File: config.mk
export PLATFORM = sky130hd
export DESIGN_NAME = pfi_lane
export DESIGN_NICKNAME = d
export VERILOG_FILES = /design/src/hdl/pfi_pkg.sv /design/src/hdl/pfi_lane.sv
export SDC_FILE = /design/constraint.sdc
export NUM_CORES = 2
export LEC_CHECK = 0
export BUFFER_PORTS_ARGS = -buffer_cell sky130_fd_sc_hd__buf_2
export CORE_MARGIN = 2
export CORE_UTILIZATION = 60
export DETAILED_ROUTE_END_ITERATION = 10
export PLACE_DENSITY_LB_ADDON = 0.2
export SYNTH_ARGS = -nofsm -noshare
export SYNTH_HDL_FRONTEND = slang
export SYNTH_SLANG_ARGS = --single-unit
File: constraint.sdc
create_clock -name clk -period 14.6 [get_ports clk]
set_input_delay 2.92 -clock clk [delete_from_list [all_inputs] [get_ports clk]]
set_output_delay 2.92 -clock clk [all_outputs]
set_load 0.02 [all_outputs]
File: src/hdl/pfi_pkg.sv
`timescale 1ns / 1ps
// ----------------------------------------------------------------------------
// pfi_pkg
// Shared constants, codes and lane command/status types of the pan fling
// inertia unit.
// ----------------------------------------------------------------------------
package pfi_pkg;

    // coast tick length in milliseconds
    localparam logic [7:0] TICK_MS   = 8'd30;
    localparam int         NUM_LANES = 2;
    localparam int         BUDGET_W  = 14;
    localparam int         DIV_W     = 48;
    localparam int         DVS_W     = 33;

    // function selector codes
    localparam logic [2:0] FN_OBSERVE = 3'd0;
    localparam logic [2:0] FN_START   = 3'd1;
    localparam logic [2:0] FN_ADVANCE = 3'd2;
    localparam logic [2:0] FN_CANCEL  = 3'd3;
    localparam logic [2:0] FN_RESET   = 3'd4;

    // configuration register indexes
    localparam logic [3:0] REG_COMBINE  = 4'd0;
    localparam logic [3:0] REG_HIST_GAP = 4'd1;
    localparam logic [3:0] REG_REL_IDLE = 4'd2;
    localparam logic [3:0] REG_START_SP = 4'd3;
    localparam logic [3:0] REG_MAX_SP   = 4'd4;
    localparam logic [3:0] REG_STOP_SP  = 4'd5;
    localparam logic [3:0] REG_DECAY    = 4'd6;
    localparam logic [3:0] REG_MAX_TICK = 4'd7;

    // lane operation codes
    localparam logic [3:0] LOP_NONE      = 4'd0;
    localparam logic [3:0] LOP_OBS_CLR   = 4'd1;
    localparam logic [3:0] LOP_OBS_ACC   = 4'd2;
    localparam logic [3:0] LOP_OBS_DIV   = 4'd3;
    localparam logic [3:0] LOP_VEL_SET   = 4'd4;
    localparam logic [3:0] LOP_VEL_BLEND = 4'd5;
    localparam logic [3:0] LOP_CANCEL    = 4'd6;
    localparam logic [3:0] LOP_RESET     = 4'd7;
    localparam logic [3:0] LOP_START     = 4'd8;
    localparam logic [3:0] LOP_SCALE     = 4'd9;
    localparam logic [3:0] LOP_SCALE_SET = 4'd10;
    localparam logic [3:0] LOP_TICK      = 4'd11;
    localparam logic [3:0] LOP_FINISH    = 4'd12;

    typedef struct packed {
        logic [3:0] op;
        logic       ld_pos;
    } lane_cmd_t;

    typedef struct packed {
        logic busy;
        logic moved;
        logic last_same;
    } lane_stat_t;

endpackage

File: src/hdl/pfi_lane.sv
`timescale 1ns / 1ps
// ----------------------------------------------------------------------------
// pfi_lane
// One axis of the fling engine: position history, velocity, tick
// remainder, a restoring divider and the per-tick position and decay step.
// ----------------------------------------------------------------------------
module pfi_lane
    import pfi_pkg::*;
(
    input  logic                     clk,
    input  logic                     rst_n,
    input  lane_cmd_t                cmd,
    input  logic signed [31:0]       pos_in,
    input  logic [DVS_W-1:0]         divisor,
    input  logic [15:0]              max_speed,
    input  logic [7:0]               decay,
    output lane_stat_t               stat,
    output logic signed [31:0]       vel,
    output logic signed [31:0]       pos_out
);

    logic signed [31:0] last_reg, last_next;
    logic signed [31:0] sample_reg, sample_next;
    logic signed [31:0] vel_reg, vel_next;
    logic signed [8:0]  frac_reg, frac_next;
    logic signed [31:0] acc_reg, acc_next;
    logic               moved_reg, moved_next;
    logic [DIV_W-1:0]   dq_reg, dq_next;
    logic [DVS_W-1:0]   rem_reg, rem_next;
    logic [DVS_W-1:0]   dvs_reg, dvs_next;
    logic [5:0]         cnt_reg, cnt_next;
    logic               busy_reg, busy_next;
    logic               neg_reg, neg_next;

    // observe numerator: |pos - sample| * TICK_MS * 256
    logic signed [32:0] diff;
    logic [32:0]        diff_mag;
    logic [DIV_W-1:0]   obs_num;
    logic [31:0]        vel_mag;
    logic [DIV_W-1:0]   scale_num;

    assign diff     = {pos_in[31], pos_in} - {sample_reg[31], sample_reg};
    assign diff_mag = diff[32] ? (33'd0 - diff) : diff;
    assign obs_num  = DIV_W'(diff_mag) * DIV_W'({TICK_MS, 8'd0});
    assign vel_mag  = vel_reg[31] ? (32'd0 - vel_reg) : vel_reg;
    assign scale_num = DIV_W'(vel_mag) * DIV_W'(max_speed);

    // divider step
    logic [DVS_W:0] rem_sh;
    logic           rem_ge;
    assign rem_sh = {rem_reg, dq_reg[DIV_W-1]};
    assign rem_ge = rem_sh >= {1'b0, dvs_reg};

    // signed quotient clamped to 32 bits
    logic        pos_ovf, neg_ovf;
    logic [31:0] q_val;
    assign pos_ovf = |dq_reg[DIV_W-1:31];
    assign neg_ovf = (|dq_reg[DIV_W-1:32]) || (dq_reg[31] && (|dq_reg[30:0]));
    always_comb
    begin
        if (neg_reg)
            q_val = neg_ovf ? 32'h8000_0000 : (32'd0 - dq_reg[31:0]);
        else
            q_val = pos_ovf ? 32'h7FFF_FFFF : dq_reg[31:0];
    end

    // quarter-old, three-quarter-new blend, truncated toward zero
    logic signed [34:0] bl_sum, bl_b, bl_sh;
    assign bl_sum = {{3{vel_reg[31]}}, vel_reg} + {{2{q_val[31]}}, q_val, 1'b0}
                  + {{3{q_val[31]}}, q_val};
    assign bl_b   = bl_sum[34] ? (bl_sum + 35'sd3) : bl_sum;
    assign bl_sh  = bl_b >>> 2;

    // tick: whole pixels out of velocity plus remainder
    logic signed [32:0] tk_a, tk_b, tk_q, tk_rem;
    logic signed [33:0] tk_sum;
    logic signed [31:0] tk_pos;
    assign tk_a   = {{24{frac_reg[8]}}, frac_reg} + {vel_reg[31], vel_reg};
    assign tk_b   = tk_a[32] ? (tk_a + 33'sd255) : tk_a;
    assign tk_q   = tk_b >>> 8;
    assign tk_rem = tk_a - (tk_q <<< 8);
    assign tk_sum = {tk_q[32], tk_q} + {{2{acc_reg[31]}}, acc_reg};
    always_comb
    begin
        if (tk_sum[33:31] == 3'b000 || tk_sum[33:31] == 3'b111)
            tk_pos = tk_sum[31:0];
        else if (tk_sum[33])
            tk_pos = 32'sh8000_0000;
        else
            tk_pos = 32'sh7FFF_FFFF;
    end

    // velocity decay, truncated toward zero
    logic signed [40:0] tk_p, tk_pb, tk_ps;
    assign tk_p  = 41'(vel_reg) * 41'($signed({1'b0, decay}));
    assign tk_pb = tk_p[40] ? (tk_p + 41'sd255) : tk_p;
    assign tk_ps = tk_pb >>> 8;

    // next state
    always_comb
    begin
        last_next   = last_reg;
        sample_next = sample_reg;
        vel_next    = vel_reg;
        frac_next   = frac_reg;
        acc_next    = acc_reg;
        moved_next  = moved_reg;
        dq_next     = dq_reg;
        rem_next    = rem_reg;
        dvs_next    = dvs_reg;
        cnt_next    = cnt_reg;
        busy_next   = busy_reg;
        neg_next    = neg_reg;

        if (busy_reg)
        begin
            dq_next  = {dq_reg[DIV_W-2:0], rem_ge};
            rem_next = rem_ge ? DVS_W'(rem_sh - {1'b0, dvs_reg}) : rem_sh[DVS_W-1:0];
            cnt_next = cnt_reg - 6'd1;
            if (cnt_reg == 6'd0)
                busy_next = 1'b0;
        end

        if (cmd.ld_pos)
        begin
            acc_next   = pos_in;
            moved_next = 1'b0;
        end

        case (cmd.op)
            LOP_OBS_CLR:
            begin
                last_next   = pos_in;
                sample_next = pos_in;
                vel_next    = '0;
            end
            LOP_OBS_ACC:
                last_next = pos_in;
            LOP_OBS_DIV:
            begin
                last_next   = pos_in;
                sample_next = pos_in;
                dq_next     = obs_num;
                rem_next    = '0;
                dvs_next    = divisor;
                cnt_next    = 6'(DIV_W - 1);
                busy_next   = 1'b1;
                neg_next    = diff[32];
            end
            LOP_VEL_SET:
                vel_next = q_val;
            LOP_VEL_BLEND:
                vel_next = bl_sh[31:0];
            LOP_CANCEL:
            begin
                sample_next = last_reg;
                vel_next    = '0;
                frac_next   = '0;
            end
            LOP_RESET:
            begin
                last_next   = pos_in;
                sample_next = pos_in;
                vel_next    = '0;
                frac_next   = '0;
            end
            LOP_START:
            begin
                sample_next = last_reg;
                frac_next   = '0;
            end
            LOP_SCALE:
            begin
                sample_next = last_reg;
                frac_next   = '0;
                dq_next     = scale_num;
                rem_next    = '0;
                dvs_next    = divisor;
                cnt_next    = 6'(DIV_W - 1);
                busy_next   = 1'b1;
                neg_next    = vel_reg[31];
            end
            LOP_SCALE_SET:
                vel_next = q_val;
            LOP_TICK:
            begin
                acc_next  = tk_pos;
                frac_next = tk_rem[8:0];
                vel_next  = tk_ps[31:0];
                if (tk_pos != acc_reg)
                    moved_next = 1'b1;
            end
            LOP_FINISH:
            begin
                vel_next  = '0;
                frac_next = '0;
            end
            default:
            begin
            end
        endcase
    end

    always_ff @(posedge clk or negedge rst_n)
    begin
        if (!rst_n)
        begin
            last_reg   <= '0;
            sample_reg <= '0;
            vel_reg    <= '0;
            frac_reg   <= '0;
            moved_reg  <= 1'b0;
            cnt_reg    <= '0;
            busy_reg   <= 1'b0;
        end
        else
        begin
            last_reg   <= last_next;
            sample_reg <= sample_next;
            vel_reg    <= vel_next;
            frac_reg   <= frac_next;
            moved_reg  <= moved_next;
            cnt_reg    <= cnt_next;
            busy_reg   <= busy_next;
        end
    end

    // datapath registers
    always_ff @(posedge clk)
    begin
        acc_reg <= acc_next;
        dq_reg  <= dq_next;
        rem_reg <= rem_next;
        dvs_reg <= dvs_next;
        neg_reg <= neg_next;
    end

    assign stat.busy      = busy_reg;
    assign stat.moved     = moved_reg;
    assign stat.last_same = (pos_in == last_reg);
    assign vel            = vel_reg;
    assign pos_out        = acc_reg;

endmodule

==> flow_summary.toml <==
[run_status]
status = "completed"

[critical_path]
reg2regPathDepth = 30
timing.rr.start = "vel[5]$_DFFE_PN0P_"
worst_ep_arrival_time_ns = 11.63
r2r_slack_ns = 4.36
critical_path_class = "in2reg"
timing.rr.end = "dq_reg[44]$_DFFE_PP_"
cp-end-kind = "flip-flop"
path_common_cell = "a21oi_1"
cp_max_fo = 21
slowest_delay_ns = 0.75
cp-start-kind = "input port"
required_ns = 14.92
worst_path_max_delay_cell = "nor3_2"

[min_path]
min_to = "sample_reg[20]$_DFFE_PN0P_"
hold_start = "sample_reg[20]$_DFFE_PN0P_"
min_path_type = "reg2reg"
hold_depth = 2

[synth]
synth_top_family_by_area = "adder cells"
yosys_register_bits = 260
synthMuxAreaShare = 0.01266
yosysTopAreaCellShare = 0.2634
yosys.cell_types.count = 93
synth_compound_area_frac = 0.1607
synth_edf_count = 114
avgSynthCellArea_sq_um = 8.416
dominantRegCellSynth = "edfxtp_1"
synth_xor_area_frac = 0.06850
synth.area.top_cells = "fa_1 26%, ha_1 9.4%, inv_1 6.4%, edfxtp_1 6.3%, dfrtp_1 5.2%"
synth_common_cells = "931 x inv_1, 729 x nand2_1, 715 x fa_1"
synth_fp_nets = 7678
synth.most_common_cell = "inv_1"
synth.largest_area_cell = "fa_1"
synth_simple_gate_area_frac = 0.1885
ys_warn_count = 0
async_reset_ff_frac = 0.4346
synth.cell_area_sq_um = 54340
synth-adder-area-share = 0.3580
ys_seq_area_frac = 0.1272
synthCells = 6457

[global_route]
grt_most_used_layer = "met2"
antenna_found_initial = 7
grt_use_total = 0.3330
grt_pass1_wl_mm = 250.6
use_met1 = 0.4604
use_met2 = 0.5356
grt_pass1_vias = 46446
grt_max_degree = 67
grt-ovfl-total = 0
grt_use_met3 = 0.05194

[drt]
antenna_left = 0
drtIter0Drc = 3664
vias = 46304
viasPerCell = 6.042
drc = 0
firstDrtPassIters = 8
wl_per_cell_um = 19.92
drt-total-wl_mm = 152.7

[floorplan]
die_area_sq_um = 92990
fp-row-count = 110
start_util = 0.6046
fp.coreArea_sq_um = 89870
die_y_um = 304.9
pin_count = 163
chipWidth_um = 304.9

[sta]
tightest_slew_ns = 1.240
drv_slew = 0
rsz0062_at_grt = "false"
post-route-min-period_ns = 11.31
setup_viol = 0
fmax_mhz = 88.43
finalCritPeriodShare = 0.7746
hold_violations = 0
finClkSkew_ns = 0.03427
fin_setup_tns_ns = 0
relSlewSlack = 0.1674
layout_setup_ws_ns = 3.291

[placed_design]
finalWeightedCongestion = 0.9644
hpwlAfterDp_mm = 117.7
place_ws_ns = 2.826
io_buffers = 162
placed_area_sq_um = 56300
place_inst = 7596

[clock_network]
cts_max_level = 2
cts-root-buf = "clkbuf_16"
clock_path_buffers = 3
cts_inserted_buffers = 35
clk_latency_ns = 0.59
cts_setup_buffers = 0
cts.clk_slew.worst_paths_ns = 0.06
cts_resized = 0
cts_num_sinks = 260
cts_tree = "built"
cts-hold-fix-buffers = 0

[layout]
layout-drive-gt1-share = 0.06818
largest_reg_flops = 48
instances_no_fill = 7664
areaGrowthSynthToFinish_pct = 5.816
n_fill_cell = 7781
finalInstanceArea_sq_um = 57500
finalNetCount = 7678

[run]
maxCapViolCount = 0
[cell usage in the layout, fill, tap and decap left out, types with 19 or more instances in the layout]
master | Yosys | final
and2_1 | 388 | 388
o211ai_1 | 29 | 29
o21bai_1 | 33 | 33
buf_2 | 1 | 161
o31ai_1 | 34 | 33
dfxtp_1 | 33 | 33
o22ai_2 | 19 | 19
o21a_1 | 53 | 53
o21ai_0 | 256 | 256
nor4_1 | 42 | 41
ha_1 | 410 | 410
edfxtp_1 | 114 | 114
mux2i_1 | 26 | 26
nand2_1 | 729 | 729
xor2_1 | 178 | 175
nor3_1 | 106 | 105
a21o_1 | 135 | 135
or2_2 | 30 | 30
a211oi_1 | 57 | 57
a21oi_1 | 323 | 321
clkbuf_16 | 0 | 38
buf_4 | 2 | 83
inv_1 | 931 | 929
nor2_1 | 317 | 314
xnor2_1 | 247 | 242
nor2b_1 | 45 | 45
nand3_1 | 104 | 103
a222oi_1 | 20 | 20
a22oi_1 | 61 | 61
nand2b_1 | 60 | 60
nand4_1 | 45 | 45
fa_1 | 715 | 715
or3_1 | 38 | 38
mux2_2 | 38 | 38
dfrtp_1 | 113 | 112
and3_1 | 55 | 54
a31oi_1 | 61 | 61
[critical path: cells and delay by family]
kind / cells / cell delay (ns)
adders and majority gates: 5 / 1.80
buffers and inverters: 4 / 0.63
AOI/OAI and AO/OA: 19 / 4.43
xor gates and xnor gates: 1 / 0.54
and+or+nand+nor: 4 / 1.32
[through the flow]
step | hold slack, ns | util
floorplan | 0.4391 | -
global placement | 0.4583 | 0.6264
detailed placement | 0.4621 | 0.6264
CTS | 0.4766 | 0.6396
global route | 0.4896 | 0.6398
finish | 0.4732 | 0.6398
[how the worst max path moves through the flow]
stage	start	endpoint	slack [ns]	cells past startpoint
after floorplan	pos_in[0]	dq_reg[44]$_DFFE_PP_	4.18	32
after global placement	pos_in[0]	dq_reg[43]$_DFFE_PP_	3.01	33
after detailed placement	pos_in[0]	dq_reg[45]$_DFFE_PP_	2.83	33
after CTS	pos_in[0]	dq_reg[45]$_DFFE_PP_	3.33	33
after global routing	pos_in[0]	dq_reg[45]$_DFFE_PP_	2.46	33
final	pos_in[0]	dq_reg[43]$_DFFE_PP_	3.29	33
[cell type report]
cell class	instances	area, sq um	share of cell area
multi-input combinational	4984	42990	0.7476
sequential	260	6913	0.1202
inverter	932	3498	0.06084
antenna	5	12.51	0.0002176
tap	1176	1471	0.02559
clock buffer	45	987.2	0.01717
timing repair buffer	244	1429	0.02485
clock inverter	18	201.4	0.003503
[cell families after synthesis]
| logic type | after synthesis |
|---|---|
| and+or+nand+nor | 2062 |
| AOI/OAI and AO/OA | 1307 |
| buffers and inverters | 1213 |
| adders and majority gates | 1126 |
| xor gates and xnor gates | 425 |
| DFF | 260 |
| muxes | 64 |
[routing by layer]
metal / part of all wire / vias to the layer above
li1: - / 21556
met1: 0.43 / 22623
met2: 0.46 / 1811
met3: 0.080 / 310
met4: 0.036 / 4
met5: 0.00012 / -
Power is not shown: default switching activity piles up to over one toggle a cycle in this logic, so the estimate is an artifact.
